**config.mk**
```make
export PLATFORM = sky130hd
export DESIGN_NAME = pca_cfg_flat
export DESIGN_NICKNAME = d
export VERILOG_FILES = /design/src/rtl/pca_pkg.sv /design/src/rtl/pca_cfg_if.sv /design/src/rtl/pca_cfg.sv /design/src/flat_wrapper.sv
export SDC_FILE = /design/constraint.sdc
export NUM_CORES = 1
export LEC_CHECK = 0
export ABC_CLOCK_PERIOD_IN_PS = 1900
export BUFFER_PORTS_ARGS = -buffer_cell sky130_fd_sc_hd__buf_4
export CAP_MARGIN = 20
export CORE_MARGIN = 2
export CORE_UTILIZATION = 52
export DETAILED_ROUTE_END_ITERATION = 12
export GPL_ROUTABILITY_DRIVEN = 0
export HOLD_SLACK_MARGIN = 0.06
export PLACE_DENSITY = 0.87
export SYNTH_ARGS = -nofsm -noshare
export SYNTH_HDL_FRONTEND = slang
export SYNTH_SLANG_ARGS = --single-unit
```
**constraint.sdc**
```tcl
create_clock -name clk -period 1.9 [get_ports clk]
set_clock_uncertainty 0.2 [all_clocks]
set_input_delay 0 -clock clk [delete_from_list [all_inputs] [get_ports clk]]
set_output_delay 0 -clock clk [all_outputs]
set_load 0.02 [all_outputs]
```
**src/rtl/pca_pkg.sv**
```systemverilog
// Package for the pixel color adjust block: widths, types, coefficients,
// register indexes and small arithmetic helpers. No dependencies.
package pca_pkg;

  localparam int PIX_W      = 8;
  localparam int IDX_W      = 32;
  localparam int CFG_IDX_W  = 4;
  localparam int CFG_DATA_W = 16;
  localparam int VAL_W      = 36;
  localparam int PROD_W     = 56;
  localparam int PIPE_DEPTH = 14;
  localparam int NZ_DEPTH   = 9;
  localparam int NZ_DELAY   = PIPE_DEPTH - NZ_DEPTH;

  typedef logic signed [VAL_W-1:0]  val_t;
  typedef logic signed [PROD_W-1:0] prod_t;
  typedef logic signed [16:0]       coef_t;

  typedef struct packed {
    logic [PIX_W-1:0] r;
    logic [PIX_W-1:0] g;
    logic [PIX_W-1:0] b;
  } pix_t;

  typedef struct packed {
    logic [15:0] sat;
    logic        hue_en;
    logic [15:0] hue_cos;
    logic [15:0] hue_sin;
    logic [14:0] gray;
    logic [15:0] contrast;
    logic [15:0] bright;
    logic [14:0] nz;
    logic        bypass;
  } cfg_t;

  typedef enum logic [CFG_IDX_W-1:0] {
    REG_SAT      = 4'd0,
    REG_HUE_EN   = 4'd1,
    REG_HUE_COS  = 4'd2,
    REG_HUE_SIN  = 4'd3,
    REG_GRAY     = 4'd4,
    REG_CONTRAST = 4'd5,
    REG_BRIGHT   = 4'd6,
    REG_NOISE    = 4'd7
  } reg_idx_t;

  localparam logic [15:0] ONE_Q14 = 16'd16384;
  localparam val_t        MID_Q14 = val_t'(2088960);

  localparam coef_t LUMA_R = 17'sd3483;
  localparam coef_t LUMA_G = 17'sd11718;
  localparam coef_t LUMA_B = 17'sd1183;
  localparam coef_t YQ_R   = 17'sd4899;
  localparam coef_t YQ_G   = 17'sd9617;
  localparam coef_t YQ_B   = 17'sd1868;
  localparam coef_t IQ_R   = 17'sd9765;
  localparam coef_t IQ_G   = -17'sd4489;
  localparam coef_t IQ_B   = -17'sd5276;
  localparam coef_t QQ_R   = 17'sd3457;
  localparam coef_t QQ_G   = -17'sd8569;
  localparam coef_t QQ_B   = 17'sd5112;
  localparam coef_t BK_RI  = 17'sd15663;
  localparam coef_t BK_RQ  = 17'sd10174;
  localparam coef_t BK_GI  = -17'sd4456;
  localparam coef_t BK_GQ  = -17'sd10600;
  localparam coef_t BK_BI  = -17'sd18121;
  localparam coef_t BK_BQ  = 17'sd27902;

  localparam logic [63:0] HASH_GOLD = 64'h9e3779b97f4a7c15;
  localparam logic [63:0] HASH_C1   = 64'hff51afd7ed558ccd;
  localparam logic [63:0] HASH_C2   = 64'hc4ceb9fe1a85ec53;

  function automatic prod_t mulk(val_t a, coef_t k);
    return prod_t'(a) * prod_t'(k);
  endfunction

  // Q28 to Q14, round half up (floor of the shifted sum).
  function automatic val_t q14(prod_t v);
    prod_t t;
    t = v + prod_t'(8192);
    return t[VAL_W+13:14];
  endfunction

  function automatic logic [PIX_W-1:0] to_byte(val_t v);
    logic [PIX_W-1:0] b;
    if (v[VAL_W-1]) begin
      b = '0;
    end else if (v[VAL_W-2:22] != '0) begin
      b = '1;
    end else begin
      b = v[21:14];
    end
    return b;
  endfunction

endpackage

```
**src/rtl/pca_cfg_if.sv**
```systemverilog
// Configuration write channel: valid/ready with register index and data.
// Depends on pca_pkg for widths.
interface pca_cfg_if;
  logic                           valid;
  logic                           ready;
  logic [pca_pkg::CFG_IDX_W-1:0]  index;
  logic [pca_pkg::CFG_DATA_W-1:0] data;

  modport source (output valid, index, data, input ready);
  modport sink (input valid, index, data, output ready);
endinterface

```
**src/rtl/pca_cfg.sv**
```systemverilog
// Configuration registers with derived clamps and the neutral-bypass flag.
// Depends on pca_pkg and pca_cfg_if.
module pca_cfg (
  input  logic          clk,
  input  logic          rst_n,
  pca_cfg_if.sink       cfg_ch,
  output pca_pkg::cfg_t cfg
);
  import pca_pkg::*;

  logic [15:0] sat_r, cos_r, sin_r, contrast_r, bright_r;
  logic        hue_en_r;
  logic [14:0] gray_r, nz_r;

  assign cfg_ch.ready = 1'b1;

  always_ff @(posedge clk) begin
    if (!rst_n) begin
      sat_r      <= ONE_Q14;
      hue_en_r   <= 1'b0;
      cos_r      <= ONE_Q14;
      sin_r      <= '0;
      gray_r     <= '0;
      contrast_r <= ONE_Q14;
      bright_r   <= ONE_Q14;
      nz_r       <= '0;
    end else if (cfg_ch.valid) begin
      unique case (cfg_ch.index)
        REG_SAT:      sat_r      <= cfg_ch.data;
        REG_HUE_EN:   hue_en_r   <= cfg_ch.data[0];
        REG_HUE_COS:  cos_r      <= cfg_ch.data;
        REG_HUE_SIN:  sin_r      <= cfg_ch.data;
        REG_GRAY:     gray_r     <= cfg_ch.data[14:0];
        REG_CONTRAST: contrast_r <= cfg_ch.data;
        REG_BRIGHT:   bright_r   <= cfg_ch.data;
        REG_NOISE:    nz_r       <= cfg_ch.data[14:0];
        default: ;
      endcase
    end
  end

  function automatic logic near_one(logic [15:0] g);
    return (g >= ONE_Q14 - 16'd1) && (g <= ONE_Q14 + 16'd1);
  endfunction

  always_comb begin
    cfg.sat      = sat_r;
    cfg.hue_en   = hue_en_r;
    cfg.hue_cos  = cos_r;
    cfg.hue_sin  = sin_r;
    cfg.gray     = (gray_r > ONE_Q14[14:0]) ? ONE_Q14[14:0] : gray_r;
    cfg.contrast = contrast_r;
    cfg.bright   = bright_r;
    cfg.nz       = (nz_r > ONE_Q14[14:0]) ? ONE_Q14[14:0] : nz_r;
    cfg.bypass   = near_one(sat_r) && near_one(contrast_r) && near_one(bright_r) &&
                   !hue_en_r && (gray_r < 15'd2) && (nz_r == '0);
  end
endmodule

```
**src/flat_wrapper.sv**
```systemverilog
// flat-port wrapper written by rule: the top's interface ports become plain ports
module pca_cfg_flat import pca_pkg::*;
  (clk, rst_n, cfg, cfg_ch_valid, cfg_ch_index, cfg_ch_data, cfg_ch_ready);
  pca_cfg_if cfg_ch_i ();
  input  logic clk;
  input  logic rst_n;
  output pca_pkg::cfg_t cfg;
  input wire logic [$bits(cfg_ch_i.valid)-1:0] cfg_ch_valid;
  input wire logic [$bits(cfg_ch_i.index)-1:0] cfg_ch_index;
  input wire logic [$bits(cfg_ch_i.data)-1:0] cfg_ch_data;
  output wire logic [$bits(cfg_ch_i.ready)-1:0] cfg_ch_ready;
  assign cfg_ch_i.valid = cfg_ch_valid;
  assign cfg_ch_i.index = cfg_ch_index;
  assign cfg_ch_i.data = cfg_ch_data;
  assign cfg_ch_ready = cfg_ch_i.ready;
  pca_cfg u_core (.clk(clk), .rst_n(rst_n), .cfg_ch(cfg_ch_i), .cfg(cfg));
endmodule
```
# ---- After elaboration in Yosys (flattened, before gate mapping)
# Cells that the tools add are included.
dict set report op_classes {
  order_cmp 9
  muxes 2
  n_reduce_logical 19
  eq_ne 7
}
# op count
set op_table {}
lappend op_table {{16-bit by 14-bit >= comparator with 1-bit output (second input constant)} 3}
lappend op_table {{16-bit by 15-bit <= comparator with 1-bit output (second input constant)} 3}
lappend op_table {{15-bit > comparator (second input constant)} 2}
lappend op_table {{15-bit 2-to-1 mux} 2}
lappend op_table {{4-bit by 3-bit equality test with 1-bit output (second input constant)} 4}
lappend op_table {{2-bit AND reduction} 8}
lappend op_table {{15-bit zero test} 1}
lappend op_table {{15-bit by 2-bit < comparator with 1-bit output (second input constant)} 1}
lappend op_table {{4-bit by 2-bit equality test with 1-bit output (second input constant)} 2}
lappend op_table {{1-bit logical AND} 8}
lappend op_table {{4-bit by 1-bit equality test with 1-bit output (second input constant)} 1}
lappend op_table {{4-bit zero test} 1}
lappend op_table {{1-bit zero test} 1}
dict set report word_totals {
  register_bits 111
  inputBits 23
  wordCells 45
}

# ---- Depth between registers and ports, before layout
dict set report depth {
  ltp_word 7
  ltp_mapped 7
  mapped_depth_nobuf 4
}

# ---- Worst setup path before layout
# Ideal clock, no wire load.
dict set report synth_timing {
  kind {reg-to-output}
  start {register u_core.gray_r[7]}
  end {output port cfg[0] (netlist bit)}
  setup_slack_ns 0.157
  t_arrival_ns 1.543
  n_path_buf 0
  stages_incl_launch_ff 5
  cell_sequence {dfxtp_1 nor4_1 nand4_1 or3_1 a2111oi_2}
}
# element line_no
set synth_lines {}
lappend synth_lines {{start, declared} pca_cfg.sv:13} ;# logic [14:0] gray_r, nz_r;
lappend synth_lines {{start signal, assigned} pca_cfg.sv:33} ;# REG_GRAY: gray_r <= cfg_ch.data[14:0];
lappend synth_lines {{end, declared} flat_wrapper.sv:7} ;# output pca_pkg::cfg_t cfg;

==> results.json <==
{
  "status": "finished with violations",
  "violations": "setup timing",
  "ys_types": 34,
  "timing_hold_violations_final": 0,
  "crit_required_ns": 1.70,
  "grt_max_degree": 71,
  "hp-class": "reg -> reg",
  "nNetsFinal": 722,
  "die_x_um": 99.9,
  "synth_seq_cells": 111,
  "drive_gt1_share_pct": 30.1,
  "power.leakage_uw": 0.00259,
  "final.setup.tns_ns": -0.586,
  "setup_viol": 2,
  "place_ws_ns": -0.0945,
  "relSlewSlack_pct": 61.6,
  "io_pins": 136,
  "stdcell_count": 815,
  "report.final.slew_viol_count": 0,
  "final_util_pct": 72.1,
  "synthesis.area_mm2": 0.00479,
  "h-tree-depth": 3,
  "critPathArrivalTime_ns": 2.03,
  "peakVddDrop_uv": 537,
  "drt_iter0_markers": 318,
  "grt_overflow": 0,
  "fin_crit_sh_pct": 117,
  "clock.fmax_ghz": 0.449,
  "gr-usage-all-layers_pct": 27.5,
  "rows": 35,
  "cts_tree": "done",
  "layout_min_cycle_time_ns": 2.23,
  "dpl.hpwl_mm": 9.35,
  "numClockSinks": 111,
  "antenna_found_initial": 0,
  "ys_seq_area_share_pct": 46.4,
  "firstDrtPassIters": 5,
  "crit_type": "reg -> out",
  "cts_buffers": 9,
  "numPortBuffers": 134,
  "drc": 0,
  "syn_avg_cell_area_um2": 8.78,
  "syn_nets": 568,
  "placed_cells": 766,
  "via_per_inst": 5.50,
  "crit_path_end_kind": "output pin",
  "die_h_um": 99.9,
  "path_max_fanout": 3,
  "clockBufferDepth": 2,
  "synthCells": 545,
  "first_global_vias": 4324,
  "num-fill-cells": 661,
  "areaGrowthSynthToFinish_pct": 36.7,
  "rsz0062_at_grt": "true",
  "worst_slew_pin_slew_ns": 0.577,
  "clk_latency_ns": 0.36,
  "coreArea_mm2": 0.00906,
  "ant_nets": 0,
  "wl_mm": 14.4,
  "multiInputGateArea_mm2": 0.00248,
  "worst_slack_ns": -0.326,
  "power_density_mw_per_mm2": 661,
  "register_area_mm2": 0.00224,
  "diodes": 0,
  "num_vias": 4484,
  "post_drt_wl_per_cell_um": 17.6,
  "cts-root-buf": "clkbuf_8",
  "start_kind": "flip-flop",
  "yosys_warnings": 0,
  "drv_cap": 0,
  "initial_core_util_pct": 52.8,
  "clk_pin_slew_ns": 0.10,
  "grt_pass1_wl_mm": 21.7,
  "dieArea_mm2": 0.00999
}
## power breakdown
group          switching [uW]  internal [uW]
logic                     267            232
clock network             801            643
registers                27.0           2350
## Yosys cell counts
cell,number,area (um2)
o22ai_1,1,6.26
buf_6,1,11.3
buf_12,1,20.0
nor2_2,1,6.26
nand3_1,5,25.0
nor3_4,1,16.3
nand3b_4,1,20.0
or3_1,1,6.26
nand4b_1,2,17.5
nor4_1,15,93.8
and4_1,2,17.5
and3_1,1,6.26
nand3b_1,2,15.0
o21ai_0,16,80.1
conb_1,1,3.75
clkbuf_1,22,82.6
nor4b_1,2,17.5
a21boi_0,41,308
nand2b_1,1,6.26
and2_1,9,56.3
buf_2,6,30.0
mux2i_1,33,330
buf_4,9,67.6
nor3_1,3,15.0
a2111oi_2,1,15.0
nand2_1,147,552
nand4_1,10,62.6
dfxtp_1,111,2220
buf_8,1,15.0
nor2b_1,52,325
and3b_1,1,8.76
nor2_1,7,26.3
a21boi_1,35,263
nor3b_2,3,37.5
## metal layers
metal | GRT usage (%) | vias to the layer above | part of all wire (%)
met5 | 0 | - | 0
met4 | 10.2 | 0 | 3.2
met3 | 6.41 | 38 | 9.6
met2 | 46.1 | 224 | 48
met1 | 34.7 | 2089 | 40
li1 | - | 2133 | -
## critical path, cell delays in order, from the launching register on
cell and delay, ns:
dfxtp_1 0.39, nand4_1 0.16, nor4_4 0.36, buf_4 0.18, o22ai_4 0.07, a2111oi_4 0.31
buf_4 0.20
## kinds of logic after synthesis
kind of cell	share of synthesized area [%]
AOI/OAI and AO/OA	14.0
buffers and inverters	4.73
DFF	46.4
muxes	6.90
other	0.0784
and+or+nand+nor	27.8
## cells in the final DEF, fill, tap and decap left out, drive strengths merged
cell and count:
nand3 5, o22ai 1, and3 1, mux2i 33
nand4 10, dfxtp 111, and4 2, nor3 4
nor2b 52, inv 1, clkbuf 10, nand2b 1
dlygate4sd3 24, and3b 1, nor4b 2, conb 1
bufinv 1, nor2 8, nor4 15, nand2 147
buf 158, o21ai 16, dlymetal6s4s 1, nor3b 3
clkinv 4, or3 1, a2111oi 1, a21boi 76
nand3b 3, and2 9, nand4b 2
## area by class of cell
cell class	instances	share of cell area, %
clock buffers	10	2.10
flip-flops and latches	111	34.2
multi-input cells	394	37.9
repair buffers	183	22.7
clock inverters	6	0.899
well taps	111	2.12
## final timing paths
kind,startpoint,endpoint,slack [ns],depth (start not counted)
setup / recovery,u_core.sat_r[0]$_SDFFE_PN0P_,cfg[0],-0.33,6
hold / removal,u_core.cos_r[5]$_SDFFE_PN0P_,u_core.cos_r[5]$_SDFFE_PN0P_,0.26,2
setup reg to reg,u_core.nz_r[14]$_SDFFE_PN0P_,u_core.nz_r[14]$_SDFFE_PN0P_,0.21,4
hold reg to reg,u_core.cos_r[5]$_SDFFE_PN0P_,u_core.cos_r[5]$_SDFFE_PN0P_,0.26,2
## timing repair
item                                    in CTS  in global routing
endpoints found under the hold margin      111                  0
pin swaps                                    2                 12
resized for setup                           22                 29
setup buffers                                0                  8
endpoints found under the setup margin       8                 16
hold buffers                                25                  0
## per-stage QoR
stage                     area [um2]  hold slack [ns]  power (uW)
after floorplan                 4790          -0.0760        2660
after global placement          5840            0.103        2830
after detailed placement        5840            0.107        2840
after CTS                       6380            0.264        4290
after global routing            6540            0.285        4450
final                           6540            0.264        4330
## flip-flops by register name (all words and copies together) (netlist names)
| name | count |
|---|---|
| u_core.contrast_r | 16 |
| u_core.sat_r | 16 |
| u_core.nz_r | 15 |
| u_core.hue_en_r | 1 |
| u_core.cos_r | 16 |
| u_core.sin_r | 16 |
| u_core.bright_r | 16 |
| u_core.gray_r | 15 |
No activity file was read; power rests on OpenSTA's default activity.
